**src/sv/pbcd_pkg.sv**
```systemverilog
// Package for the packed BCD frequency codec: widths, codes, transaction
// and pipeline types, and the BCD digit helper functions.
// No dependencies.
package pbcd_pkg;

   // Field widths
   localparam int NUM_BYTES    = 5;
   localparam int DIGIT_W      = 4;
   localparam int NUM_DIGITS   = 2 * NUM_BYTES;
   localparam int FREQ_W       = 34;
   localparam int BCD_W        = 8 * NUM_BYTES;
   localparam int BYTE_CNT_W   = 3;
   localparam int DIGIT_CNT_W  = 4;

   // Each cell does two shift-and-adjust steps, so the chain covers every bit
   localparam int BITS_PER_CELL = 2;
   localparam int NUM_CELLS     = FREQ_W / BITS_PER_CELL;

   // Command codes
   localparam logic CMD_ENCODE = 1'b0;
   localparam logic CMD_DECODE = 1'b1;

   localparam logic [DIGIT_W-1:0] DIGIT_MASK   = 4'hF;
   localparam logic [DIGIT_W-1:0] ADJUST_LIMIT = 4'd5;
   localparam logic [DIGIT_W-1:0] ADJUST_ADD   = 4'd3;
   localparam logic [DIGIT_W-1:0] DIGIT_MAX    = 4'd9;

   typedef struct packed {
      logic                    command;
      logic [FREQ_W-1:0]       freq_hz;
      logic [BCD_W-1:0]        bcd_bytes;
      logic [BYTE_CNT_W-1:0]   byte_count;
   } req_type;

   typedef struct packed {
      logic [FREQ_W-1:0]       freq_out;
      logic [BCD_W-1:0]        bcd_out;
   } rsp_type;

   // Working word carried down the cell chain.
   // Encode: bin is the binary shift register, bcd the BCD accumulator.
   // Decode: bin is the binary accumulator, bcd the digits still to fold.
   typedef struct packed {
      logic                    command;
      logic [FREQ_W-1:0]       bin;
      logic [BCD_W-1:0]        bcd;
      logic [DIGIT_CNT_W-1:0]  digits_left;
   } stage_type;

   // Add three to every digit of five or more, ahead of a doubling shift
   function automatic logic [BCD_W-1:0] bcd_adjust(input logic [BCD_W-1:0] bcd);
      logic [BCD_W-1:0]   res;
      logic [DIGIT_W-1:0] dig;
      res = bcd;
      for (int j = 0; j < NUM_DIGITS; j++) begin
         dig = bcd[DIGIT_W*j +: DIGIT_W];
         if (dig >= ADJUST_LIMIT) begin
            res[DIGIT_W*j +: DIGIT_W] = dig + ADJUST_ADD;
         end
      end
      return res;
   endfunction

   // True when every nibble is a decimal digit
   function automatic logic bcd_digits_ok(input logic [BCD_W-1:0] bcd);
      logic ok;
      ok = 1'b1;
      for (int j = 0; j < NUM_DIGITS; j++) begin
         if ((bcd[DIGIT_W*j +: DIGIT_W] & DIGIT_MASK) > DIGIT_MAX) begin
            ok = 1'b0;
         end
      end
      return ok;
   endfunction

endpackage

```
**src/sv/pbcd_cell.sv**
```systemverilog
// One cell of the codec chain: a registered stage doing two double-dabble
// steps when encoding or one decimal digit fold when decoding.
// Depends on pbcd_pkg.
module pbcd_cell
   import pbcd_pkg::*;
(
   input  logic      clock,
   input  logic      reset,
   input  logic      in_valid,
   output logic      in_ready,
   input  stage_type in_data,
   output logic      out_valid,
   input  logic      out_ready,
   output stage_type out_data
);

   logic              valid_ff;
   logic              valid_in;
   stage_type         data_ff;
   stage_type         data_in;
   logic [BCD_W-1:0]  bcd_v;
   logic [FREQ_W-1:0] bin_v;

   // Stage takes a new transaction when empty or when its own one leaves
   assign in_ready  = !valid_ff || out_ready;
   assign valid_in  = in_ready ? in_valid : valid_ff;
   assign out_valid = valid_ff;
   assign out_data  = data_ff;

   // Cell work
   always_comb begin
      bcd_v   = in_data.bcd;
      bin_v   = in_data.bin;
      data_in = in_data;
      if (in_data.command == CMD_ENCODE) begin
         for (int s = 0; s < BITS_PER_CELL; s++) begin
            bcd_v = bcd_adjust(bcd_v);
            {bcd_v, bin_v} = {bcd_v[BCD_W-2:0], bin_v, 1'b0};
         end
         data_in.bcd = bcd_v;
         data_in.bin = bin_v;
      end else if (in_data.digits_left != '0) begin
         // value * 10 + leading nibble
         data_in.bin = (bin_v << 3) + (bin_v << 1)
                       + FREQ_W'(bcd_v[BCD_W-1 -: DIGIT_W]);
         data_in.bcd = bcd_v << DIGIT_W;
         data_in.digits_left = in_data.digits_left - 1'b1;
      end
   end

   always_ff @(posedge clock) begin
      if (reset) begin
         valid_ff <= 1'b0;
      end else begin
         valid_ff <= valid_in;
      end
   end

   always_ff @(posedge clock) begin
      if (in_ready && in_valid) begin
         data_ff <= data_in;
      end
   end

endmodule

```
**config.mk**
```make
export PLATFORM = sky130hd
export DESIGN_NAME = pbcd_cell
export DESIGN_NICKNAME = d
export VERILOG_FILES = /design/src/sv/pbcd_pkg.sv /design/src/sv/pbcd_cell.sv
export SDC_FILE = /design/constraint.sdc
export NUM_CORES = 1
export LEC_CHECK = 0
export BUFFER_PORTS_ARGS = -buffer_cell sky130_fd_sc_hd__buf_4
export CAP_MARGIN = 20
export CORE_MARGIN = 2
export CORE_UTILIZATION = 60
export DETAILED_ROUTE_END_ITERATION = 10
export GPL_TIMING_DRIVEN = 0
export PLACE_DENSITY = 0.92
export SYNTH_ARGS = -nofsm -noshare
export SYNTH_HDL_FRONTEND = slang
export SYNTH_SLANG_ARGS = --single-unit
```
**constraint.sdc**
```tcl
create_clock -name clock -period 7.7 [get_ports clock]
set_input_delay 1.925 -clock clock [delete_from_list [all_inputs] [get_ports clock]]
set_output_delay 1.925 -clock clock [all_outputs]
set_load 0.02 [all_outputs]
```
==> impl_results.md, run 1 <==
* Result of the run: completed
* P per Cell Area at 178 nW/um2
* Worst vdd ir at 141 uV
* Core Box Area at 12700 um2
* Syn Area/Cell at 8.35 um2
* Die H at 118 um
* Hold-fix buffer count after cts at 0
* Vias in the first global route at 7307
* Synth top area share at 30.2%
* Detailed Route WL at 22100 um
* Clk pwr share at 29.0%
* Syn_nets at 1130
* Initial antenna violation count at 0
* Area taken by multi-input logic gates at 5080 um2
* Req. time, crit path at 7.90 ns
* Pre-antenna DRT Iters at 7
* Max-slew headroom at the worst pin at 49.9%
* DRC at 0
* Area growth, synth to finish at 22.9%
* Reg area at 2390 um2
* FP Rows at 41
* H-tree Lvls at 3
* Worst skew pair latency at 0.35 ns
* RePlAce Congestion at 0.927
* Largest net degree at the start of global routing at 41
* Leak at 4.37 nW
* Postcts setup bufs at 0
* Synth warnings at 0
* Critical path class: in -> reg
* Hold WC Path Type: reg -> reg
* Clock transition at path regs at 0.06 ns
* Antenna-violating nets left at 0
* Reg power frac at 32.3%
* Period Utilization, post-route at 66.4%
* DR WL/cell at 17.0 um
* Via density at 6.03
* Ys async rst share at 0%
* Pins Over Slew Limit at 0
* Sw Share at 34.0%
* Post-synth top cells: nand2_1, nor2_1, ha_1
* Dominant synthesized flop cell: edfxtp_1
* Total number of vias at 7805
* Register area share after synthesis at 30.4%
* Hold_ws at 0.551 ns
* Combinational Power Share at 38.8%
* Root Driver: clkbuf_16
* Total gr overflow at 0
* NumNets Final at 1305
* Top post-synthesis cells by area: edfxtp_1, ha_1, nand2_1, a21oi_1, nor2_1
* Share of post-route cells with drive strength above 1 at 17.9%
* Worst-Margin Slew at 0.750 ns
* Worst setup EP type: register
* RSZ-0062 raised after global routing: no
* Max-Cap Viols at 0
* Setup_tns at 0 ns
* Num CTS Buffers at 9
* Filler instances at 918
* PortBufs at 163
* TritonCTS Sinks at 80
* Number of synthesized register bits at 80
* Total I/O pin count at 164
* Count leader, synth: nand2_1
* First-pass GRT wire length at 34900 um
* Post-synth top area cell: edfxtp_1
* Post-synth EDFFs at 79
* P_sw at 0.584 mW
* Detailed Route Iter0 Violations at 686
* TritonCTS clock tree: built
* Hpwl dp at 16600 um
* Longest Clk Path Bufs at 2
* Arrival time at the worst endpoint at 5.31 ns
* Critical-path maximum fanout at 4
* Starting density of the core at 61.8%
* Die width at 118 um
* Synth Cell Area at 7860 um2
* Setup violations, final at 0
* Startpoint types: input port
* Antenna Cells at 0
* Post-Syn Instances at 942
* Worst clock skew at 0.00579 ns
* Total die area at 14000 um2
* Post-synth cell types at 49
* Fmax at 196 MHz
* Cts repair resizes at 0
* Fin. Hold Viols at 0
* GRT Total Usage at 30.9%
* Min cycle time layout at 5.11 ns
* Internal power at 1.13 mW
==> layer usage <==
metal	global-route usage (%)	up-vias	routed length, um
met3	4.78	76	1820
met5	0	-	0
li1	-	3721	-
met1	39.0	3606	8890
met4	16.8	0	919
met2	50.8	402	10400
==> power groups by stage <==
stage	combinational, mW	clock [mW]	sequential (mW)
floorplan	0.388	0	0.615
global placement	0.627	0	0.564
detailed placement	0.648	0	0.562
CTS	0.656	0.500	0.553
global route	0.730	0.515	0.556
finish	0.665	0.497	0.554
==> cells by family (layout without fill, tap and decap cells) <==
kind of cell,Yosys count,count (layout),synth area share [%]
xor gates and xnor gates,49,49,5.46
buffers and inverters,105,285,5.03
DFF,80,80,30.4
muxes,31,31,4.14
adders and majority gates,105,105,16.9
AOI/OAI and AO/OA,260,260,20.3
and+or+nand+nor,312,312,17.7
==> critical path: stages <==
cell and delay, ns:
buf_4 0.10, inv_1 0.07, fa_1 0.53, inv_1 0.07
fa_1 0.50, a211oi_2 0.33, o31ai_2 0.14, a31o_4 0.28
a41o_4 0.29, a21boi_0 0.41, o21ai_1 0.16, xor2_1 0.23
nand2_1 0.08, a31oi_1 0.19
==> state kept, by name, summed over array words and instances, names as in the netlist <==
name / count
out_data: 79
out_valid: 1
==> cells in the final DEF (no fill, tap or decap), types with 3 or more instances in the layout <==
master,Yosys,final
nor2_1,104,104
a21boi_0,4,4
and2_1,4,3
a21o_1,17,17
nor3b_1,19,19
nor2b_1,7,7
bufinv_16,0,3
mux2i_1,19,19
edfxtp_1,79,79
nor3_1,10,10
nand2b_1,17,17
inv_1,65,65
o21ai_0,48,48
nand2_1,123,123
buf_1,7,7
clkbuf_1,32,33
nand3_1,10,10
o211ai_1,3,3
mux2_2,12,12
xor2_1,14,14
buf_4,0,163
a21oi_1,91,91
xnor2_1,35,35
nand4_1,9,9
clkbuf_16,0,9
o21a_1,11,11
a211oi_1,10,10
a31oi_1,55,55
and3_1,3,3
ha_1,103,103
==> cell type report <==
class / instances / area share, %
multi-input cells: 757 / 52.6
flip-flops and latches: 80 / 24.8
repair buffers: 164 / 12.9
inverters: 65 / 2.53
clock buffers: 10 / 2.37
well taps: 172 / 2.23
plain buffers: 40 / 1.57
clock inverters: 6 / 1.11
==> worst paths after layout <==
| check | slack (ns) | depth (start not counted) | end | startpoint |
|---|---|---|---|---|
| worst max-delay path | 2.59 | 14 | out_data[62]$_DFFE_PP_ | in_data[43] |
| worst min-delay path | 0.55 | 2 | out_valid$_SDFFE_PP0N_ | out_valid$_SDFFE_PP0N_ |
| worst max register to register | 6.12 | 3 | out_data[58]$_DFFE_PP_ | out_valid$_SDFFE_PP0N_ |
| worst min register to register | 0.55 | 2 | out_valid$_SDFFE_PP0N_ | out_valid$_SDFFE_PP0N_ |
==> stage by stage <==
step | area (um2) | std cells | setup WS (ns) | util [%] | total power, mW
floorplan | 7860 | 942 | 2.68 | - | 1.00
global placement | 9300 | 1277 | 2.34 | 73.1 | 1.19
detailed placement | 9320 | 1278 | 2.27 | 73.3 | 1.21
CTS | 9660 | 1294 | 2.64 | 75.9 | 1.71
global route | 9660 | 1294 | 2.35 | 75.9 | 1.80
finish | 9660 | 1294 | 2.59 | 75.9 | 1.72
No activity file was read; power rests on OpenSTA's default activity.
==> run 2, diff against run 1 <==
Settings changed: CORE_UTILIZATION 60 to 51, PLACE_DENSITY 0.92 to 0.84.
Clock period 7.7 ns to 4.5 ns, I/O delays scaled along.
==> impl_results.md, run 2 (same netlist as run 1, synthesis figures left out) <==
* FP Rows at 45
* Worst clock skew at 0.00951 ns
* Share of post-route cells with drive strength above 1 at 17.8%
* Number of placed instances with taps included at 1294
* Max incr delay on CP at 0.54 ns
* RePlAce Congestion at 0.926
* Total gr overflow at 0
* Startpoint types: input port
* Buf/Inv on CP at 3
* Hold_sp: out_valid$_SDFFE_PP0N_
* Non-Filler Instances at 1310
* Total die area at 16400 um2
* Critical path class: in -> reg
* TritonCTS Sinks at 80
* NumNets Final at 1305
* Postcts setup bufs at 0
* DRC at 0
* Total number of vias at 7685
* DR WL/cell at 17.0 um
* Most frequent cells in the layout: buf_4, nand2_1, nor2_1
* Result of the run: completed
* Max-Cap Viols at 0
* Pre-antenna DRT Iters at 8
* First-pass GRT wire length at 35000 um
* Hold_ws at 0.528 ns
* Longest Clk Path Bufs at 2
* Via density at 5.87
* Worst setup EP type: register
* CP Cell Sequence: buf_4, inv_1, fa_1, inv_1, fa_1, a211oi_2, o31ai_2, a31o_4, a41o_4, a31oi_4, nor3_1, or4_1, nand3_1, a31oi_1
* Area growth, synth to finish at 22.8%
* TritonCTS clock tree: built
* Met1 Track Usage GR at 33.1%
* Antenna Cells at 0
* Commonest non-fill, non-tap cell in the layout: buf_4
* Worst-Margin Slew at 0.824 ns
* Placed cell area at 9340 um2
* Min cycle time layout at 4.26 ns
* M3 GR Usage at 2.92%
* Register-to-register path setup slack at 2.91 ns
* RSZ-0062 raised after global routing: no
* PortBufs at 163
* GRT Total Usage at 26.8%
* Core Box Area at 15100 um2
* Hold path endpoint: out_valid$_SDFFE_PP0N_
* P per Cell Area at 298 nW/um2
* Num CTS Buffers at 9
* H-tree Lvls at 3
* Period Utilization, post-route at 94.7%
* Die width at 128 um
* Fmax at 235 MHz
* Cell depth of the worst setup path at 14
* Hpwl dp at 17300 um
* Hold-fix buffer count after cts at 0
* Max-slew headroom at the worst pin at 44.9%
* Worst reg2reg path startpoint: out_valid$_SDFFE_PP0N_
* Final Util at 63.8%
* Clock transition at path regs at 0.07 ns
* Vias in the first global route at 7134
* Fin. Hold Viols at 0
* R2R depth at 3
* Req. time, crit path at 4.56 ns
* Largest net degree at the start of global routing at 42
* Arrival time at the worst endpoint at 4.32 ns
* Setup_tns at 0 ns
* Hold WC Path Type: reg -> reg
* Setup violations, final at 0
* Met2 Use GR at 47.2%
* Die H at 128 um
* Total I/O pin count at 164
* Cts repair resizes at 0
* Critical-path maximum fanout at 4
* Worst vdd ir at 193 uV
* Largest register FFs at 79
* Antenna-violating nets left at 0
* Cell depth of the worst min-delay path at 2
* Detailed Route WL at 22200 um
* Worst skew pair latency at 0.34 ns
* Starting density of the core at 51.9%
* Leak at 4.36 nW
* Initial antenna violation count at 0
* CP delay by family, top: compound AO/OA/AOI/OAI gates
* Pins Over Slew Limit at 0
* Detailed Route Iter0 Violations at 658
* Reg-to-reg endpoint: out_data[53]$_DFFE_PP_
* GRT busiest layer: met2
* Root Driver: clkbuf_16
* Crit-path slowest cell: fa_1
* Fin area at 9660 um2
-- run 2: metrics by stage --
stage	worst slack (ns)	total power, mW
floorplan	0.280	1.72
global placement	-0.0314	2.05
detailed placement	-0.0974	2.08
CTS	0.248	2.87
global route	0.0317	3.03
finish	0.240	2.88
-- run 2: cell type report --
class                      instances  area, um2
sequential                        80       2390
tap                              188        235
inverter                          65        244
multi-input combinational        757       5080
timing repair buffer             164       1240
buffer                            40        151
fill                            1271       5490
clock inverter                     6       83.8
clock buffer                      10        229
-- run 2: tightest hold or removal path: cells and delay by family, from the launching register on --
family / cells / cell delay [ns]
AND/OR/NAND/NOR: 1 / 0.11
flip-flops: 1 / 0.31
AO/OA/AOI/OAI: 1 / 0.07
-- run 2: worst max-delay path by stage --
| stage | startpoint | end | slack (ns) |
|---|---|---|---|
| after floorplan | in_data[43] | out_data[74]$_DFFE_PP_ | 0.28 |
| after global placement | in_data[43] | out_data[74]$_DFFE_PP_ | -0.03 |
| after detailed placement | in_data[43] | out_data[74]$_DFFE_PP_ | -0.1 |
| after CTS | in_data[43] | out_data[74]$_DFFE_PP_ | 0.25 |
| after global routing | in_data[43] | out_data[74]$_DFFE_PP_ | 0.03 |
| final | in_data[43] | out_data[74]$_DFFE_PP_ | 0.24 |
-- run 2: per-layer routing --
layer	vias to the layer above	wire length [um]
met4	0	811
met3	58	1370
met5	-	0
li1	3718	-
met1	3548	9140
met2	361	10900
-- run 2: power breakdown --
part | leakage [nW] | internal (mW) | switching (mW) | total (mW)
Sequential | 0.770 | 0.922 | 0.0282 | 0.951
Clock | 0.146 | 0.484 | 0.304 | 0.787
Combinational | 3.44 | 0.475 | 0.664 | 1.14
Total | 4.36 | 1.88 | 0.996 | 2.88
